[config.mk]
export PLATFORM = sky130hd
export DESIGN_NAME = eht_mulq
export DESIGN_NICKNAME = d
export VERILOG_FILES = /design/src/rtl/equatorial_horizontal_transform_macros.svh /design/src/rtl/eht_pkg.sv /design/src/rtl/eht_mulq.sv
export SDC_FILE = /design/constraint.sdc
export NUM_CORES = 2
export LEC_CHECK = 0
export BUFFER_PORTS_ARGS = -buffer_cell sky130_fd_sc_hd__buf_2
export CORE_MARGIN = 5
export CORE_UTILIZATION = 45
export CTS_BUF_LIST = sky130_fd_sc_hd__clkbuf_2 sky130_fd_sc_hd__clkbuf_4 sky130_fd_sc_hd__clkbuf_8
export DETAILED_ROUTE_END_ITERATION = 6
export HOLD_SLACK_MARGIN = 0.06
export SETUP_SLACK_MARGIN = 0.05
export SLEW_MARGIN = 0
export SYNTH_ARGS = -nofsm -noshare
export SYNTH_HDL_FRONTEND = slang
export SYNTH_SLANG_ARGS = --single-unit
[constraint.sdc]
create_clock -name clk -period 13.15 [get_ports clk]
set_input_delay 0.6575 -clock clk [delete_from_list [all_inputs] [get_ports clk]]
set_output_delay 0.6575 -clock clk [all_outputs]
set_load 0.02 [all_outputs]
[src/rtl/equatorial_horizontal_transform_macros.svh]
// assertion macros shared by the equatorial / horizontal transform
`ifndef EQUATORIAL_HORIZONTAL_TRANSFORM_MACROS_SVH
`define EQUATORIAL_HORIZONTAL_TRANSFORM_MACROS_SVH

// same-cycle implication, quiet during reset
`define EHT_ASSERT_NOW(label, clk, rst, cond, prop) \
  label: assert property (@(posedge clk) disable iff (rst) (cond) |-> (prop)) \
    else $error("eht assertion failed");

// next-cycle implication, quiet during reset
`define EHT_ASSERT_NEXT(label, clk, rst, cond, prop) \
  label: assert property (@(posedge clk) disable iff (rst) (cond) |=> (prop)) \
    else $error("eht assertion failed");

`endif

[src/rtl/eht_pkg.sv]
// shared constants, types and arctangent table of the coordinate transform
package eht_pkg;

  localparam int CORDIC_STAGES = 32;
  localparam int ANGLE_W       = 32;
  localparam int STAGE_W       = $clog2(CORDIC_STAGES);
  localparam int XY_W          = 36;
  localparam int Z_W           = ANGLE_W + 2;
  localparam int AMP_W         = 34;
  localparam int MAG_W         = 32;

  localparam int ROT_LAT  = CORDIC_STAGES + 2;
  localparam int MUL_LAT  = 2;
  localparam int SIDE_LEN = 3 * ROT_LAT + 3 * MUL_LAT + 1;
  localparam int POLE_LEN = 2 * ROT_LAT + MUL_LAT;
  localparam int HOLD_LEN = ROT_LAT + MUL_LAT;

  localparam logic signed [Z_W-1:0] QUARTER_TURN = Z_W'(64'd1 << (ANGLE_W - 2));
  localparam logic signed [Z_W-1:0] HALF_TURN    = Z_W'(64'd1 << (ANGLE_W - 1));
  localparam logic signed [AMP_W-1:0] GAIN_Q30   = AMP_W'(652032874);

  // sidereal time: s * 2^32 = s * 49710 * 86400 + s * 23296
  localparam logic [15:0] LST_WHOLE   = 16'd49710;
  localparam logic [14:0] LST_REM     = 15'd23296;
  localparam logic [31:0] LST_HALFDAY = 32'd43200;
  localparam logic [25:0] LST_RECIP   = 26'd50903317;  // ceil(2^35 / 675)
  localparam int          LST_SHIFT   = 35;

  localparam logic CMD_EQ_TO_HOR = 1'b0;
  localparam logic CMD_HOR_TO_EQ = 1'b1;

  typedef enum logic {
    CORDIC_ROTATE,
    CORDIC_VECTOR
  } cordic_mode_t;

  typedef struct packed {
    logic signed [XY_W-1:0] x;
    logic signed [XY_W-1:0] y;
    logic signed [Z_W-1:0]  z;
  } cordic_vec_t;

  typedef struct packed {
    logic              cmd;
    logic [ANGLE_W-1:0] lst;
  } side_t;

  // atan(2^-i) in turns, 2^32 = one turn
  function automatic logic [ANGLE_W-1:0] atan_turns(input logic [STAGE_W-1:0] i);
    logic [ANGLE_W-1:0] r;
    unique case (i)
      5'd0:  r = 32'd536870912;
      5'd1:  r = 32'd316933406;
      5'd2:  r = 32'd167458907;
      5'd3:  r = 32'd85004756;
      5'd4:  r = 32'd42667331;
      5'd5:  r = 32'd21354465;
      5'd6:  r = 32'd10679838;
      5'd7:  r = 32'd5340245;
      5'd8:  r = 32'd2670163;
      5'd9:  r = 32'd1335087;
      5'd10: r = 32'd667544;
      5'd11: r = 32'd333772;
      5'd12: r = 32'd166886;
      5'd13: r = 32'd83443;
      5'd14: r = 32'd41722;
      5'd15: r = 32'd20861;
      5'd16: r = 32'd10430;
      5'd17: r = 32'd5215;
      5'd18: r = 32'd2608;
      5'd19: r = 32'd1304;
      5'd20: r = 32'd652;
      5'd21: r = 32'd326;
      5'd22: r = 32'd163;
      5'd23: r = 32'd81;
      5'd24: r = 32'd41;
      5'd25: r = 32'd20;
      5'd26: r = 32'd10;
      5'd27: r = 32'd5;
      5'd28: r = 32'd3;
      5'd29: r = 32'd1;
      5'd30: r = 32'd1;
      default: r = 32'd0;
    endcase
    return r;
  endfunction

endpackage

[src/rtl/eht_mulq.sv]
// q30 product, rounded to nearest with ties away from zero, two stages
module eht_mulq (
  input  logic                             clk,
  input  logic                             en,
  input  logic signed [eht_pkg::AMP_W-1:0] a,
  input  logic signed [eht_pkg::AMP_W-1:0] b,
  output logic signed [eht_pkg::AMP_W-1:0] p
);
  import eht_pkg::*;

  logic signed [AMP_W-1:0]  mag_a;
  logic signed [AMP_W-1:0]  mag_b;
  logic [2*MAG_W-1:0]       prod;
  logic                     neg;
  logic [2*MAG_W-1:0]       prod_rnd;
  logic signed [AMP_W-1:0]  rnd;

  always_comb begin
    mag_a    = a[AMP_W-1] ? -a : a;
    mag_b    = b[AMP_W-1] ? -b : b;
    prod_rnd = prod + (2*MAG_W)'(64'd1 << 29);
    rnd      = signed'(prod_rnd[30 +: AMP_W]);
  end

  always_ff @(posedge clk) begin
    if (en) begin
      prod <= mag_a[MAG_W-1:0] * mag_b[MAG_W-1:0];
      neg  <= a[AMP_W-1] ^ b[AMP_W-1];
      p    <= neg ? -rnd : rnd;
    end
  end

endmodule
==> flow_summary.yaml <==
worst_setup_path:
  path_max_fanout: 10
  cp_slowest_cell: "a2111oi_0"
  crit_type: "in -> reg"
  cp_slowest_stage_delay_ns: 1.00
  start_kind: "input pin"
  worstSetupEndpointType: "flop"
  arrival_ns: 11.95
  worst_ep_required_time_ns: 13.25
  reg2reg_depth: 12
  path_common_cell: "fa_1"
die:
  die_area_mm2: 0.08682
  coreArea_mm2: 0.08042
  rows: 104
  die_h_um: 294.7
  die_x_um: 294.7
  start_util_pct: 45.34
  io_pins: 104
routing:
  firstDrtPassIters: 5
  wl_per_cell_um: 22.67
  via_count: 28737
  drt-initial-drc-count: 2097
  via_per_inst: 5.512
  ant_nets: 0
  post-route-drc-count: 0
  totalWireLength_mm: 118.2
run:
  maxCapViolations: 0
layout:
  post-route-util_pct: 48.88
  final_nets: 5374
  fill_cells: 7722
  drive_gt1_share_pct: 7.494
  syn_to_final_growth_pct: 7.806
  multiInputGateArea_mm2: 0.03091
  fin_area_mm2: 0.03931
  regArea_mm2: 0.002102
yosys:
  ys_types: 65
  synthCells: 4089
  syn-num-nets: 5318
  seq_area_frac_synth_pct: 5.765
  synth_area_mm2: 0.03646
  ys_ff_latch: 70
  yosysWarnings: 0
  synth_edf_count: 70
  syn_avg_cell_area_um2: 8.918
  synth_ff_type: "edfxtp_1"
  synth-async-reset-ratio_pct: 0
sta:
  finClkSkew_ns: 0.009555
  slew_headroom_pct: 13.99
  slew_viol_final: 0
  fin_crit_sh_pct: 90.12
  max_freq_ghz: 0.08439
  rsz0062_at_grt: "no"
  fin_hold_ws_ns: 0.6768
  post-route-min-period_ns: 11.85
  tns_ns: 0
  setup_viol: 0
  worstMarginPinSlew_ns: 1.274
  finalHoldViolations: 0
placed_design:
  place.gp.congestion: 0.9809
  dp_hpwl_mm: 94.42
  postPlaceCellArea_mm2: 0.03911
  io_buffer_count: 101
grt:
  grt_util_all_layers_pct: 27.55
  overflow: 0
  grt_pass1_vias: 29992
  grt_max_degree: 71
  grt_pass1_wl_mm: 179.8
  antenna_found_initial: 4
cts:
  clkSinkCount: 70
  cts-buffers-inserted: 9
  cts_tree: "built"
  ctsHtreeMaxLevel: 3
  root_buffer: "clkbuf_8"
  holdBufCountCts: 0
  clk_latency_ns: 0.35
  post_cts_resized: 0
  post_cts_buffers: 0
  clock_path_buffers: 2
  clkTransAtPathRegs_ns: 0.08
worst_hold_path:
  hold_class: "reg -> reg"
  holdPathStages: 1
run_status:
  status: "finished clean"
-- through the flow --
| stage | setup slack [ns] | instances |
|---|---|---|
| 3_3_place_gp | 1.276 | 5194 |
| 3_5_place_dp | 1.143 | 5194 |
| 2_1_floorplan | 2.971 | 4089 |
| 5_1_grt | 0.8796 | 5210 |
| 4_1_cts | 1.502 | 5210 |
| 6_report | 1.300 | 5214 |
-- synthesized netlist by cell type, types with 3 or more instances --
master	count	area, um^2
o21ai_0	54	270.3
and2_1	14	87.58
nand3_1	32	160.2
nand4_1	17	106.4
edfxtp_1	70	2102
a21oi_1	54	270.3
or3_1	20	125.1
a41oi_1	3	26.28
o211ai_1	3	22.52
nand2b_1	25	156.4
nor4_1	6	37.54
xnor2_1	127	1112
nor3_1	22	110.1
or2_2	8	50.05
o31a_1	6	52.55
mux2i_1	4	40.04
a21boi_0	4	30.03
mux2_2	3	33.78
or4_1	8	60.06
o21a_1	7	52.55
o21bai_1	11	82.58
inv_1	885	3322
a221oi_1	3	26.28
buf_2	11	55.05
a21o_1	37	277.8
nand2_1	526	1974
fa_1	895	17920
o41ai_1	11	96.34
and4_1	3	26.28
clkbuf_1	166	623.1
nor2b_1	10	62.56
a31oi_1	11	68.82
and3_1	11	68.82
o31ai_1	21	157.7
a221o_1	3	30.03
xor2_1	93	814.5
nor2_1	599	2248
a211oi_1	5	37.54
ha_1	264	3303
-- routing by layer --
metal,track usage [%],up-vias,part of all wire [%]
met2,44.03,1391,45
met3,6.367,386,9.6
met1,35.33,14733,38
met5,0,-,0.011
met4,14.00,2,7.0
li1,-,12225,-
-- kinds of logic (layout without fill, tap and decap cells) --
logic type               Yosys count  after routing  share of synthesized area (%)
AND/OR/NAND/NOR                 1311           1311                          14.71
adder cells (fa/ha/maj)         1159           1159                          58.20
buffers and inverters           1065           1126                          11.01
AO/OA/AOI/OAI                    255            255                          4.739
XOR/XNOR                         222            222                          5.374
flip-flops                        70             70                          5.765
multiplexers                       7              7                         0.2024
other                              0              4                              0
-- registers in the layout, summed over array words and instances, names as in the netlist --
| signal | count |
|---|---|
| prod | 35 |
| neg | 1 |
| p | 34 |
-- critical path: cells and delay by family --
kind	cells	cell delay (ns)
fa+ha+maj	9	4.21
compound gates	9	3.03
simple gates	7	1.99
buf+inv	6	1.09
xor+xnor	2	0.92
-- worst paths after layout --
kind	from	end	slack, ns
worst max-delay path	b[5]	prod[60]	1.30
worst min-delay path	prod[49]	p[19]	0.68
worst max register to register	prod[30]	p[31]	8.79
worst min register to register	prod[49]	p[19]	0.68
-- area by class of cell --
cell class | instances | share of cell area (%)
flip-flops and latches | 70 | 5.347
well taps | 1060 | 3.374
clock buffers | 9 | 0.3151
inverters | 885 | 8.451
clock inverters | 7 | 0.1655
repair buffers | 225 | 3.686
multi-input cells | 2954 | 78.64
diodes | 4 | 0.02546
-- cells in the final DEF (no fill, tap or decap), types with 6 or more instances in the layout --
cell type    n
a21o_1      37
xor2_1      69
xnor2_2     17
nor3_1      22
o31ai_1     21
xor2_4      11
fa_1       895
or2_2        8
and3_1      11
o21bai_1    11
nand4_1     17
a21oi_1     54
inv_1      885
o31a_1       6
nor2_1     599
xnor2_4      7
xnor2_1    104
ha_1       264
nand2b_1    25
buf_4      123
nor2b_1     10
o21ai_0     54
and2_1      14
nand3_1     32
o41ai_1     11
or4_1        8
a31oi_1     11
edfxtp_1    70
buf_2      101
or3_1       20
o21a_1       7
clkbuf_8     9
xor2_2      14
nand2_1    526
Power is not shown: default switching activity piles up to over one toggle a cycle in this logic, so the estimate is an artifact.
